==> src/hw/rtl/blg_pkg.sv <==
// Shared types for the Bresenham line generator unit.
// Holds the command kind and the control word that travels from the front end to the back end.
// No dependencies.
package blg_pkg;

  // Kind of an input word, as carried on the slave tuser bit.
  typedef enum logic {
    OP_START   = 1'b0,
    OP_ADVANCE = 1'b1
  } blg_op_e;

  // Control part of a queued command; the coordinate payload travels beside it.
  typedef struct packed {
    blg_op_e op;
    logic    y_step_down;
  } blg_cmd_ctl_t;

endpackage

==> src/hw/rtl/blg_front.sv <==
// Front end of the line generator: takes input words and classifies them.
// A start word has its endpoints ordered left to right and its deltas worked out here.
// Depends on blg_pkg.
module blg_front #(
  parameter int COORD_BITS = 8,
  parameter int IN_W       = 48,
  parameter int DATA_W     = 64
) (
  input  logic                 s_axis_tvalid_i,
  output logic                 s_axis_tready_o,
  input  logic [IN_W-1:0]      s_axis_tdata_i,
  input  logic                 s_axis_tuser_i,
  input  logic                 fifo_full_i,
  output logic                 push_o,
  output blg_pkg::blg_cmd_ctl_t ctl_o,
  output logic [DATA_W-1:0]    data_o
);
  import blg_pkg::*;

  localparam int CB = COORD_BITS;

  logic [CB-1:0] sx, sy, fx, fy;
  logic [CB-1:0] x0, y0, x1, y1, dx, dy;
  logic [15:0]   color;
  logic          swap, down;

  assign sx    = s_axis_tdata_i[CB-1:0];
  assign sy    = s_axis_tdata_i[2*CB-1:CB];
  assign fx    = s_axis_tdata_i[3*CB-1:2*CB];
  assign fy    = s_axis_tdata_i[4*CB-1:3*CB];
  assign color = s_axis_tdata_i[4*CB+15:4*CB];

  always_comb begin
    swap = sx > fx;
    x0   = swap ? fx : sx;
    y0   = swap ? fy : sy;
    x1   = swap ? sx : fx;
    y1   = swap ? sy : fy;
    dx   = x1 - x0;
    down = y1 < y0;
    dy   = down ? (y0 - y1) : (y1 - y0);
  end

  assign s_axis_tready_o   = !fifo_full_i;
  assign push_o            = s_axis_tvalid_i && !fifo_full_i;
  assign ctl_o.op          = blg_op_e'(s_axis_tuser_i);
  assign ctl_o.y_step_down = down;
  // The payload of an advance word is never looked at by the back end.
  assign data_o            = {color, dy, dx, y1, x1, y0, x0};

endmodule

==> src/hw/rtl/blg_cmd_fifo.sv <==
// Short command queue between the front end and the back end of the line generator.
// Register based, first word out at the head; no dependencies beyond the parameters.
// Depends on nothing else.
module blg_cmd_fifo #(
  parameter int WIDTH = 8,
  parameter int DEPTH = 2
) (
  input  logic             clk_i,
  input  logic             rst_ni,
  input  logic             push_i,
  input  logic [WIDTH-1:0] wdata_i,
  input  logic             pop_i,
  output logic [WIDTH-1:0] rdata_o,
  output logic             full_o,
  output logic             empty_o
);

  localparam int PTR_W = (DEPTH > 1) ? $clog2(DEPTH) : 1;
  localparam int CNT_W = $clog2(DEPTH + 1);
  localparam logic [PTR_W-1:0] LAST_PTR = PTR_W'(DEPTH - 1);
  localparam logic [CNT_W-1:0] FULL_CNT = CNT_W'(DEPTH);

  logic [WIDTH-1:0] mem_q [DEPTH];
  logic [PTR_W-1:0] wr_ptr_q, wr_ptr_d, rd_ptr_q, rd_ptr_d;
  logic [CNT_W-1:0] count_q, count_d;
  logic             do_push, do_pop;

  assign full_o  = count_q == FULL_CNT;
  assign empty_o = count_q == '0;
  assign do_push = push_i && !full_o;
  assign do_pop  = pop_i && !empty_o;
  assign rdata_o = mem_q[rd_ptr_q];

  always_comb begin
    wr_ptr_d = wr_ptr_q;
    rd_ptr_d = rd_ptr_q;
    count_d  = count_q;
    if (do_push) begin
      wr_ptr_d = (wr_ptr_q == LAST_PTR) ? '0 : wr_ptr_q + 1'b1;
    end
    if (do_pop) begin
      rd_ptr_d = (rd_ptr_q == LAST_PTR) ? '0 : rd_ptr_q + 1'b1;
    end
    if (do_push && !do_pop) begin
      count_d = count_q + 1'b1;
    end else if (do_pop && !do_push) begin
      count_d = count_q - 1'b1;
    end
  end

  always_ff @(posedge clk_i or negedge rst_ni) begin
    if (!rst_ni) begin
      wr_ptr_q <= '0;
      rd_ptr_q <= '0;
      count_q  <= '0;
    end else begin
      wr_ptr_q <= wr_ptr_d;
      rd_ptr_q <= rd_ptr_d;
      count_q  <= count_d;
    end
  end

  always_ff @(posedge clk_i) begin
    if (do_push) begin
      mem_q[wr_ptr_q] <= wdata_i;
    end
  end

  a_count_bound: assert property (@(posedge clk_i) disable iff (!rst_ni)
    count_q <= FULL_CNT)
    else $error("command queue holds more words than it has entries");

  a_no_lost_push: assert property (@(posedge clk_i) disable iff (!rst_ni)
    push_i |-> !full_o)
    else $error("front end pushed into a full command queue");

endmodule

==> src/hw/rtl/blg_back.sv <==
// Back end of the line generator: holds the line state and walks it at most one pixel per command.
// The current pixel registers double as the output register of the master side.
// Depends on blg_pkg.
module blg_back #(
  parameter int COORD_BITS = 8,
  parameter int DATA_W     = 64
) (
  input  logic                  clk_i,
  input  logic                  rst_ni,
  input  logic                  cmd_empty_i,
  input  blg_pkg::blg_cmd_ctl_t cmd_ctl_i,
  input  logic [DATA_W-1:0]     cmd_data_i,
  output logic                  cmd_pop_o,
  output logic                  out_valid_o,
  input  logic                  out_ready_i,
  output logic [COORD_BITS-1:0] pixel_x_o,
  output logic [COORD_BITS-1:0] pixel_y_o,
  output logic [15:0]           pixel_color_o,
  output logic                  last_o
);
  import blg_pkg::*;

  localparam int CB    = COORD_BITS;
  localparam int ERR_W = CB + 3;
  localparam int TW_W  = CB + 4;

  logic [CB-1:0]          cur_x_q, cur_x_d, cur_y_q, cur_y_d;
  logic [CB-1:0]          end_x_q, end_x_d, end_y_q, end_y_d;
  logic [CB-1:0]          dx_q, dx_d;
  logic signed [CB:0]     ndy_q, ndy_d;
  logic                   down_q, down_d;
  logic signed [ERR_W-1:0] err_q, err_d;
  logic [15:0]            color_q, color_d;
  logic                   active_q, active_d;
  logic                   out_valid_q, out_valid_d;
  logic                   last_q, last_d;

  logic [CB-1:0]          c_x0, c_y0, c_x1, c_y1, c_dx, c_dy;
  logic [15:0]            c_color;
  logic signed [TW_W-1:0] twice, ndy_ext, dx_ext, err_sum;
  logic                   step_x, step_y, emit, fin, can_issue;

  assign c_x0    = cmd_data_i[CB-1:0];
  assign c_y0    = cmd_data_i[2*CB-1:CB];
  assign c_x1    = cmd_data_i[3*CB-1:2*CB];
  assign c_y1    = cmd_data_i[4*CB-1:3*CB];
  assign c_dx    = cmd_data_i[5*CB-1:4*CB];
  assign c_dy    = cmd_data_i[6*CB-1:5*CB];
  assign c_color = cmd_data_i[6*CB+15:6*CB];

  // A command is taken only when the pixel register is free or being emptied.
  assign can_issue = !out_valid_q || out_ready_i;
  assign cmd_pop_o = !cmd_empty_i && can_issue;

  // One Bresenham step: the doubled error is compared with both deltas.
  always_comb begin
    twice   = $signed({err_q[ERR_W-1], err_q[ERR_W-1:0]}) <<< 1;
    ndy_ext = TW_W'(ndy_q);
    dx_ext  = $signed({4'b0000, dx_q});
    step_x  = twice >= ndy_ext;
    step_y  = twice <= dx_ext;
    err_sum = $signed({err_q[ERR_W-1], err_q})
              + (step_x ? ndy_ext : '0)
              + (step_y ? dx_ext : '0);
  end

  always_comb begin
    cur_x_d = cur_x_q;
    cur_y_d = cur_y_q;
    end_x_d = end_x_q;
    end_y_d = end_y_q;
    dx_d    = dx_q;
    ndy_d   = ndy_q;
    down_d  = down_q;
    err_d   = err_q;
    color_d = color_q;
    emit    = 1'b0;
    case (cmd_ctl_i.op)
      OP_START: begin
        cur_x_d = c_x0;
        cur_y_d = c_y0;
        end_x_d = c_x1;
        end_y_d = c_y1;
        dx_d    = c_dx;
        ndy_d   = -$signed({1'b0, c_dy});
        down_d  = cmd_ctl_i.y_step_down;
        err_d   = $signed({3'b000, c_dx}) - $signed({3'b000, c_dy});
        color_d = c_color;
        emit    = 1'b1;
      end
      OP_ADVANCE: begin
        if (active_q) begin
          if (step_x) begin
            cur_x_d = cur_x_q + 1'b1;
          end
          if (step_y) begin
            cur_y_d = down_q ? cur_y_q - 1'b1 : cur_y_q + 1'b1;
          end
          err_d = err_sum[ERR_W-1:0];
          emit  = 1'b1;
        end
      end
      default: begin
        emit = 1'b0;
      end
    endcase
    fin      = (cur_x_d == end_x_d) && (cur_y_d == end_y_d);
    active_d = emit ? !fin : active_q;
    last_d   = emit ? fin : last_q;
    if (cmd_pop_o && emit) begin
      out_valid_d = 1'b1;
    end else if (out_ready_i) begin
      out_valid_d = 1'b0;
    end else begin
      out_valid_d = out_valid_q;
    end
  end

  always_ff @(posedge clk_i or negedge rst_ni) begin
    if (!rst_ni) begin
      cur_x_q     <= '0;
      cur_y_q     <= '0;
      end_x_q     <= '0;
      end_y_q     <= '0;
      dx_q        <= '0;
      ndy_q       <= '0;
      down_q      <= 1'b0;
      err_q       <= '0;
      color_q     <= '0;
      active_q    <= 1'b0;
      last_q      <= 1'b0;
      out_valid_q <= 1'b0;
    end else begin
      out_valid_q <= out_valid_d;
      if (cmd_pop_o) begin
        cur_x_q  <= cur_x_d;
        cur_y_q  <= cur_y_d;
        end_x_q  <= end_x_d;
        end_y_q  <= end_y_d;
        dx_q     <= dx_d;
        ndy_q    <= ndy_d;
        down_q   <= down_d;
        err_q    <= err_d;
        color_q  <= color_d;
        active_q <= active_d;
        last_q   <= last_d;
      end
    end
  end

  assign out_valid_o   = out_valid_q;
  assign pixel_x_o     = cur_x_q;
  assign pixel_y_o     = cur_y_q;
  assign pixel_color_o = color_q;
  assign last_o        = last_q;

  a_start_emits: assert property (@(posedge clk_i) disable iff (!rst_ni)
    (cmd_pop_o && cmd_ctl_i.op == OP_START) |=> out_valid_q)
    else $error("start command did not produce a pixel");

  a_idle_advance_silent: assert property (@(posedge clk_i) disable iff (!rst_ni)
    (cmd_pop_o && cmd_ctl_i.op == OP_ADVANCE && !active_q) |=> !out_valid_q)
    else $error("advance without an active line produced a pixel");

  a_end_on_last: assert property (@(posedge clk_i) disable iff (!rst_ni)
    $fell(active_q) |-> (out_valid_q && last_q))
    else $error("line ended without a final pixel");

endmodule

==> src/hw/rtl/bresenham_line_generator_unit.sv <==
// Bresenham line generator, top level.
// Joins the front end, the command queue and the back end; depends on blg_pkg and those modules.
//
// Each input word is either a start word (tuser low), which loads two endpoints and a colour and
// gives the first pixel at once, or an advance word (tuser high), which gives the next pixel of
// the line; an advance word with no line in progress gives nothing. Endpoints are reordered so
// the walk runs left to right, and tlast marks the pixel at the far endpoint. The unit takes one
// word per cycle and gives one pixel per cycle while the output side does not stall: the back end
// does one compare and add step per pixel. A two entry command queue sits between the two sides;
// in steady flow it holds one word, so after the output side stalls the input side keeps taking
// words until the queue is full. A word passes through a queue entry and then the pixel register.
module bresenham_line_generator_unit #(
  parameter int COORD_BITS = 8,
  parameter int FIFO_DEPTH = 2
) (
  input  logic clk_i,
  input  logic rst_ni,
  input  logic s_axis_tvalid_i,
  output logic s_axis_tready_o,
  // Fields from bit 0 up: start_x, start_y, finish_x, finish_y, pen_color, zero padding.
  input  logic [((4*COORD_BITS+16+7)/8)*8-1:0] s_axis_tdata_i,
  // Fields from bit 0 up: mode.
  input  logic s_axis_tuser_i,
  output logic m_axis_tvalid_o,
  input  logic m_axis_tready_i,
  // Fields from bit 0 up: pixel_x, pixel_y, pixel_color, zero padding.
  output logic [((2*COORD_BITS+16+7)/8)*8-1:0] m_axis_tdata_o,
  // Fields from bit 0 up: last.
  output logic m_axis_tlast_o
);
  import blg_pkg::*;

  localparam int IN_W   = ((4*COORD_BITS+16+7)/8)*8;
  localparam int OUT_W  = ((2*COORD_BITS+16+7)/8)*8;
  localparam int DATA_W = 6*COORD_BITS + 16;
  localparam int CTL_W  = $bits(blg_cmd_ctl_t);
  localparam int CMD_W  = CTL_W + DATA_W;
  localparam int PAD_W  = OUT_W - (2*COORD_BITS + 16);

  blg_cmd_ctl_t          push_ctl, head_ctl;
  logic [DATA_W-1:0]     push_data, head_data;
  logic [CMD_W-1:0]      head_word;
  logic                  push, pop, full, empty;
  logic [COORD_BITS-1:0] pix_x, pix_y;
  logic [15:0]           pix_color;

  blg_front #(
    .COORD_BITS(COORD_BITS),
    .IN_W      (IN_W),
    .DATA_W    (DATA_W)
  ) u_front (
    .s_axis_tvalid_i(s_axis_tvalid_i),
    .s_axis_tready_o(s_axis_tready_o),
    .s_axis_tdata_i (s_axis_tdata_i),
    .s_axis_tuser_i (s_axis_tuser_i),
    .fifo_full_i    (full),
    .push_o         (push),
    .ctl_o          (push_ctl),
    .data_o         (push_data)
  );

  blg_cmd_fifo #(
    .WIDTH(CMD_W),
    .DEPTH(FIFO_DEPTH)
  ) u_cmd_fifo (
    .clk_i  (clk_i),
    .rst_ni (rst_ni),
    .push_i (push),
    .wdata_i({push_ctl, push_data}),
    .pop_i  (pop),
    .rdata_o(head_word),
    .full_o (full),
    .empty_o(empty)
  );

  assign head_ctl  = blg_cmd_ctl_t'(head_word[CMD_W-1:DATA_W]);
  assign head_data = head_word[DATA_W-1:0];

  blg_back #(
    .COORD_BITS(COORD_BITS),
    .DATA_W    (DATA_W)
  ) u_back (
    .clk_i        (clk_i),
    .rst_ni       (rst_ni),
    .cmd_empty_i  (empty),
    .cmd_ctl_i    (head_ctl),
    .cmd_data_i   (head_data),
    .cmd_pop_o    (pop),
    .out_valid_o  (m_axis_tvalid_o),
    .out_ready_i  (m_axis_tready_i),
    .pixel_x_o    (pix_x),
    .pixel_y_o    (pix_y),
    .pixel_color_o(pix_color),
    .last_o       (m_axis_tlast_o)
  );

  generate
    if (PAD_W > 0) begin : g_pad
      assign m_axis_tdata_o = {{PAD_W{1'b0}}, pix_color, pix_y, pix_x};
    end else begin : g_nopad
      assign m_axis_tdata_o = {pix_color, pix_y, pix_x};
    end
  endgenerate

endmodule
==> config.mk <==
export PLATFORM = sky130hd
export DESIGN_NAME = bresenham_line_generator_unit
export DESIGN_NICKNAME = d
export VERILOG_FILES = /design/src/hw/rtl/blg_pkg.sv /design/src/hw/rtl/blg_front.sv /design/src/hw/rtl/blg_cmd_fifo.sv /design/src/hw/rtl/blg_back.sv /design/src/hw/rtl/bresenham_line_generator_unit.sv
export SDC_FILE = /design/constraint.sdc
export NUM_CORES = 1
export LEC_CHECK = 0
export CORE_MARGIN = 1.5
export CORE_UTILIZATION = 70
export CTS_BUF_LIST = sky130_fd_sc_hd__clkbuf_4 sky130_fd_sc_hd__clkbuf_8 sky130_fd_sc_hd__clkbuf_16
export DETAILED_ROUTE_END_ITERATION = 16
export DONT_BUFFER_PORTS = 1
export PLACE_DENSITY = 0.85
export SLEW_MARGIN = 10
export SYNTH_ARGS = -nofsm -noshare
export SYNTH_HDL_FRONTEND = slang
export SYNTH_HIERARCHICAL = 1
export SYNTH_SLANG_ARGS = --single-unit
==> constraint.sdc <==
create_clock -name clk_i -period 8.6 [get_ports clk_i]
set_input_delay 0.43 -clock clk_i [delete_from_list [all_inputs] [get_ports clk_i]]
set_output_delay 0.43 -clock clk_i [all_outputs]
set_load 0.02 [all_outputs]
Word level (Yosys, flattened, before mapping)
Memories as Yosys holds them, arrays and structs flattened.
Cells that the tools add are included.
W data, S select, Z words.
{"block": "totals", "reg_bits": 84, "mem_bits_rw": 132, "input_bits": 53, "out_inout_bits": 35, "wordCells": 88, "n_memories": 1}
{"block": "classes", "addsub": 14, "order_cmp": 4, "n_eq_ne": 4, "mux": 28, "n_bitwise": 1, "n_reduce_logical": 21}
{"memory": "u_cmd_fifo.mem_q", "words": 2, "width": 66, "rd": 1, "rd_clocked_by_memory_dff": 0, "wr": 1, "line_no": "blg_cmd_fifo.sv:23", "rtl": "logic [WIDTH-1:0] mem_q [DEPTH];"}
{"operator": "$mux W8", "count": 13}
{"operator": "$pmux W8 S2", "count": 2}
{"operator": "$sub A8 B8 Y8", "count": 3}
{"operator": "$add A11 B11 Y11", "count": 2}
{"operator": "$mux W11", "count": 2}
{"operator": "$pmux W11 S2", "count": 1}
{"operator": "$add A8 B1 Y8 const B", "count": 2}
{"operator": "$eq A8 B8 Y1", "count": 2}
{"operator": "$ge A12 B9 Y1", "count": 1}
{"operator": "$le A12 B9 Y1", "count": 1}
{"operator": "$neg A8 Y9", "count": 1}
{"operator": "$sub A8 B8 Y9", "count": 1}
{"operator": "$gt A8 B8 Y1", "count": 1}
{"operator": "$logic_and A1 B1 Y1", "count": 8}
{"operator": "$lt A8 B8 Y1", "count": 1}
{"operator": "$sub A8 B1 Y8 const B", "count": 1}
{"operator": "$mux W1", "count": 7}
{"operator": "$logic_not A1 Y1", "count": 6}
{"operator": "$reduce_and A2 Y1", "count": 3}
{"operator": "$mux W2", "count": 2}
{"operator": "$reduce_bool A2 Y1", "count": 2}
{"operator": "$add A1 B1 Y1 const B", "count": 2}
{"operator": "$add A2 B1 Y2 const B", "count": 1}
{"operator": "$eq A2 B2 Y1 const B", "count": 1}
{"operator": "6 further kinds", "count": 6}

Logic depth before layout (Yosys ltp)
{"block": "depth", "depth_word": 8, "depth_mapped": 20}

Cells and area by module
The synthesis kept the hierarchy.
{"module": "blg_back", "instances": 1, "cells_per_inst": 716, "area_per_inst_um2": 5984.5, "seq_area_each_um2": 2001.9}
{"module": "blg_cmd_fifo", "instances": 1, "cells_per_inst": 224, "area_per_inst_um2": 5072.4, "seq_area_each_um2": 4063.9}
{"module": "blg_front", "instances": 1, "cells_per_inst": 316, "area_per_inst_um2": 1949.4, "seq_area_each_um2": 0.0}

Worst setup path before layout
No wires, ideal clock.
{"block": "synth_path", "path_type": "register to register", "startpoint": "register u_back.ndy_q[2]", "endpoint": "register u_back.err_q[9]", "setup_time_ps": 77, "arrival_time_ps": 4130, "path_slack_ps": 4392, "path_stages_with_launch": 21, "path_buffers": 0, "path_cell_list": "dfrtp_1 -> inv_1 -> ha_1 -> a21o_1 -> a2111o_1 -> a21o_4 -> nand3_2 -> nand2_1 -> fa_1 -> inv_1 -> ha_1 -> fa_1 -> a21o_1 -> a21oi_1 -> o21bai_1 -> a21oi_1 -> o21bai_1 -> a21oi_1 -> xnor2_1 -> nand2_1 -> a21oi_1"}
{"block": "synth_via", "elab_chain_cells": 6}
{"element": "start: declaration", "line_no": "blg_back.sv:30", "rtl": "logic signed [CB:0] ndy_q, ndy_d;"}
{"element": "start signal: assignment", "line_no": "blg_back.sv:141", "rtl": "ndy_q <= ndy_d;"}
{"element": "$ge A12 B9 Y1", "line_no": "blg_back.sv:60", "rtl": "step_x = twice >= ndy_ext;"}
{"element": "$mux W11 *", "line_no": "blg_back.sv:63", "rtl": "+ (step_x ? ndy_ext : '0)"}
{"element": "$add A11 B11 Y11 *", "line_no": "blg_back.sv:63"}
{"element": "$add A11 B11 Y11 *", "line_no": "blg_back.sv:64", "rtl": "+ (step_y ? dx_ext : '0);"}
{"element": "$mux W11 *", "line_no": "blg_back.sv:92", "rtl": "if (active_q) begin"}
{"element": "$pmux W11 S2 *", "line_no": "blg_back.sv:78", "rtl": "case (cmd_ctl_i.op)"}
{"element": "end signal: assignment", "line_no": "blg_back.sv:143", "rtl": "err_q <= err_d;"}
{"element": "end: declaration", "line_no": "blg_back.sv:32", "rtl": "logic signed [ERR_W-1:0] err_q, err_d;"}
Mark *: on every way between the ends. The rest lies on a longest branch, timed or not. The select of a mux whose other input is x is not followed.
A chain may end at the register's enable or synchronous reset.

Worst setup path after layout
Same ends and word-level chain as after synthesis.

==> results.sh <==
export IMPL_status="finished, violations left"
export IMPL_violations="DRC"
export IMPL_setup_viol=0
export IMPL_cts_buffers=23
export IMPL_synth_top_area_share_pct=30.5
export IMPL_n_antenna_cell=0
export IMPL_period_share_pct=54.1
export IMPL_rsz0062_at_grt="no"
export IMPL_grtUsageTotal_pct=31.3
export IMPL_total_power_w=0.00588
export IMPL_layout_drive_gt1_share_pct=12.4
export IMPL_clk_pin_slew_ns=0.06
export IMPL_cp_num_buf_inv=2
export IMPL_synthesis_instances=1256
export IMPL_slew_violations=0
export IMPL_grt_use_met2_pct=51.7
export IMPL_synth_fp_nets=1377
export IMPL_seq_area_um2=6070
export IMPL_grt_pass1_vias=9516
export IMPL_die_h_um=139
export IMPL_finalClockSkew_ns=0.00789
export IMPL_drt_iter0_drc=816
export IMPL_grt_pass1_wl_um=48300
export IMPL_hpwl_um=20600
export IMPL_vias=9374
export IMPL_nFillCells=1131
export IMPL_hold_start="s_axis_tdata_i[32]"
export IMPL_coreArea_um2=18100
export IMPL_yosysWarnings=6
export IMPL_cts_resized=0
export IMPL_io_pins=88
export IMPL_critPathMaxFanout=10
export IMPL_via_per_inst=6.37
export IMPL_power_density_nw_per_um2=424
export IMPL_multiInputGateArea_um2=6270
export IMPL_synth_main_ff_cell="edfxtp_1"
export IMPL_syn_to_final_growth_pct=6.59
export IMPL_worstMarginPinSlew_ns=1.14
export IMPL_overflow=0
export IMPL_antenna_found_initial=0
export IMPL_cts_hold_buffers=2
export IMPL_r2r_cells=20
export IMPL_wire_per_inst_um=20.4
export IMPL_met1_usage_pct=41.7
export IMPL_synth_largest_area_cell="edfxtp_1"
export IMPL_cts_sinks=216
export IMPL_slew_headroom_pct=23.9
export IMPL_cts_tree="built"
export IMPL_port_buffers=0
export IMPL_cp_required_ns=9.02
export IMPL_post_route_min_period_ns=4.65
export IMPL_min_path_cells=0
export IMPL_worstReg2RegEnd="u_back/err_q[9]"
export IMPL_crit_type="flop to flop"
export IMPL_reg2reg_slack_ns=3.95
export IMPL_hold_class="input pin to flop"
export IMPL_grt_start_max_net_pins=85
export IMPL_start_util_pct=71.9
export IMPL_fmax_mhz=215
export IMPL_synth_area_leaders="edfxtp_1 (30%), dfrtp_1 (16%), nand2_1 (6.3%)"
export IMPL_finalNetCount=1347
export IMPL_ant_nets=0
export IMPL_cts_max_level=1
export IMPL_worstHoldEndpoint="u_cmd_fifo/mem_q[1][48]"
export IMPL_synth_seq_area_share_pct=46.6
export IMPL_netlist_top_cells_count="nand2_1 (219), edfxtp_1 (132), dfrtp_1 (84)"
export IMPL_hold_viol=0
export IMPL_syn_area_um2=13000
export IMPL_dp_cells=1428
export IMPL_dieArea_um2=19400
export IMPL_cpMaxStageDelayCell="a2111o_1"
export IMPL_cts_buffer_depth=3
export IMPL_start_kind="flop"
export IMPL_reg2reg_from="u_back/ndy_q[2]"
export IMPL_fin_tns_setup_ns=0
export IMPL_crit_top_cell="a21oi_1"
export IMPL_clock_root_buffer="clkbuf_16"
export IMPL_die_w_um=139
export IMPL_peakVddDrop_mv=0.226
export IMPL_top_usage_layer="met2"
export IMPL_max_cap_violations=0
export IMPL_rows=49
export IMPL_clk_latency_ns=0.50
export IMPL_drc=7
export IMPL_fin_cells=1471
export IMPL_critPathMaxStageDelay_ns=0.53
export IMPL_crit_path_end_kind="flop"
export IMPL_crit_chain="inv_1 > ha_1 > a21o_1 > a2111o_1 > a21o_4 > nand3_2 > nand2_1 > fa_1 > inv_1 > ha_1 > fa_1 > a21o_1 > a21oi_1 > o21bai_1 > a21oi_1 > o21bai_1 > a21oi_1 > xnor2_1 > nand2_1 > a21oi_1"
export IMPL_postCtsSetupBuffers=0
export IMPL_synth_edf_count=132
export IMPL_p_leak_nw=5.84
export IMPL_grt_met3_usage_pct=6.33
export IMPL_gp_congestion=0.948
export IMPL_crit_family="compound AO/OA/AOI/OAI gates"
export IMPL_yosys_cell_count_top_type="nand2_1"
export IMPL_async_reset_ff_share_pct=38.9
export IMPL_worstPathArrival_ns=5.07
export IMPL_syn_mean_instance_area_um2=10.4
export IMPL_wl_um=30000
export IMPL_synth_seq_cells=216
export IMPL_first_pass_iters=11
export IMPL_yosysUniqueCellTypes=90
-- where the power goes --
group | switching (W) | total (W) | internal, W | leakage, nW
Sequential | 0.000368 | 0.00188 | 0.00151 | 2.23
Clock | 0.000389 | 0.00106 | 0.000668 | 0.408
Combinational | 0.00173 | 0.00294 | 0.00121 | 3.20
Total | 0.00249 | 0.00588 | 0.00339 | 5.84
-- placed cells by master, fill, tap and decap left out, types with 5 or more instances in the layout --
cell / count
nand3_1: 20
ha_1: 57
nor2b_1: 13
a211oi_1: 13
nor3_1: 15
mux2i_1: 9
a21oi_1: 63
o21bai_1: 7
a21boi_0: 7
clkbuf_16: 23
xor2_1: 26
dfrtp_1: 83
mux2_2: 37
nand2_1: 218
o21ai_1: 7
buf_4: 9
o211ai_1: 6
or3_1: 6
xnor2_1: 42
o21ai_0: 72
mux2_4: 31
inv_1: 81
nand4_1: 6
bufinv_16: 5
a21o_1: 11
a31oi_1: 9
fa_1: 11
nor2_1: 52
maj3_1: 6
clkbuf_4: 5
nand2b_1: 16
o22ai_1: 20
and3_1: 11
edfxtp_1: 132
a22oi_1: 6
and2_1: 6
-- worst max-delay path by stage --
stage / startpoint / end / slack, ns / depth (start not counted)
floorplan: u_back/ndy_q[2] / u_back/err_q[9] / 4.39 / 20
global placement: u_back/ndy_q[2] / u_back/err_q[9] / 4.05 / 20
detailed placement: u_back/ndy_q[2] / u_back/err_q[9] / 3.97 / 20
CTS: u_back/ndy_q[2] / u_back/err_q[9] / 3.95 / 20
global route: u_back/ndy_q[2] / u_back/err_q[9] / 3.56 / 20
finish: u_back/ndy_q[2] / u_back/err_q[9] / 3.95 / 20
-- area by class of cell --
| type | count | share of cell area, % |
|---|---|---|
| Multi-Input combinational cell | 891 | 45.2 |
| Inverter | 83 | 2.25 |
| Clock inverter | 12 | 1.42 |
| Tap cell | 229 | 2.07 |
| Timing Repair Buffer | 11 | 0.758 |
| Sequential cell | 216 | 43.8 |
| Clock buffer | 29 | 4.52 |
-- state kept, by name (all words and copies together) (netlist names), 2 cells and up --
register,flops
u_back/dx_q,8
u_back/end_x_q,8
u_back/end_y_q,8
u_back/err_q,11
u_back/ndy_q,9
u_back/pixel_color_o,16
u_back/pixel_x_o,8
u_back/pixel_y_o,8
u_cmd_fifo/count_q,2
u_cmd_fifo/mem_q,132
-- routing by layer --
layer  vias up  wire, um
li1       4381         -
met1      4471     12300
met2       455     14200
met3        67      2610
met4         0       882
met5         -         0
-- metrics by stage --
stage          setup WS, ns  utilization [%]  hold WS [ns]  cell area [um^2]
2_1_floorplan          4.39                -         0.134             13000
3_3_place_gp           4.05             71.9         0.139             13000
3_5_place_dp           3.97             71.9         0.138             13000
4_1_cts                3.95             76.7       0.00951             13900
5_1_grt                3.56             76.7       0.00802             13900
6_report               3.95             76.7        0.0227             13900
-- logic make-up after synthesis --
family                     share of synthesized area (%)
buffers and inverters                               5.33
and+or+nand+nor                                     14.7
AOI/OAI and AO/OA                                   13.3
muxes                                               7.65
DFF                                                 46.6
xor gates and xnor gates                            4.58
adders and majority gates                           7.81
Note: power is estimated with default switching activity, not from simulation.
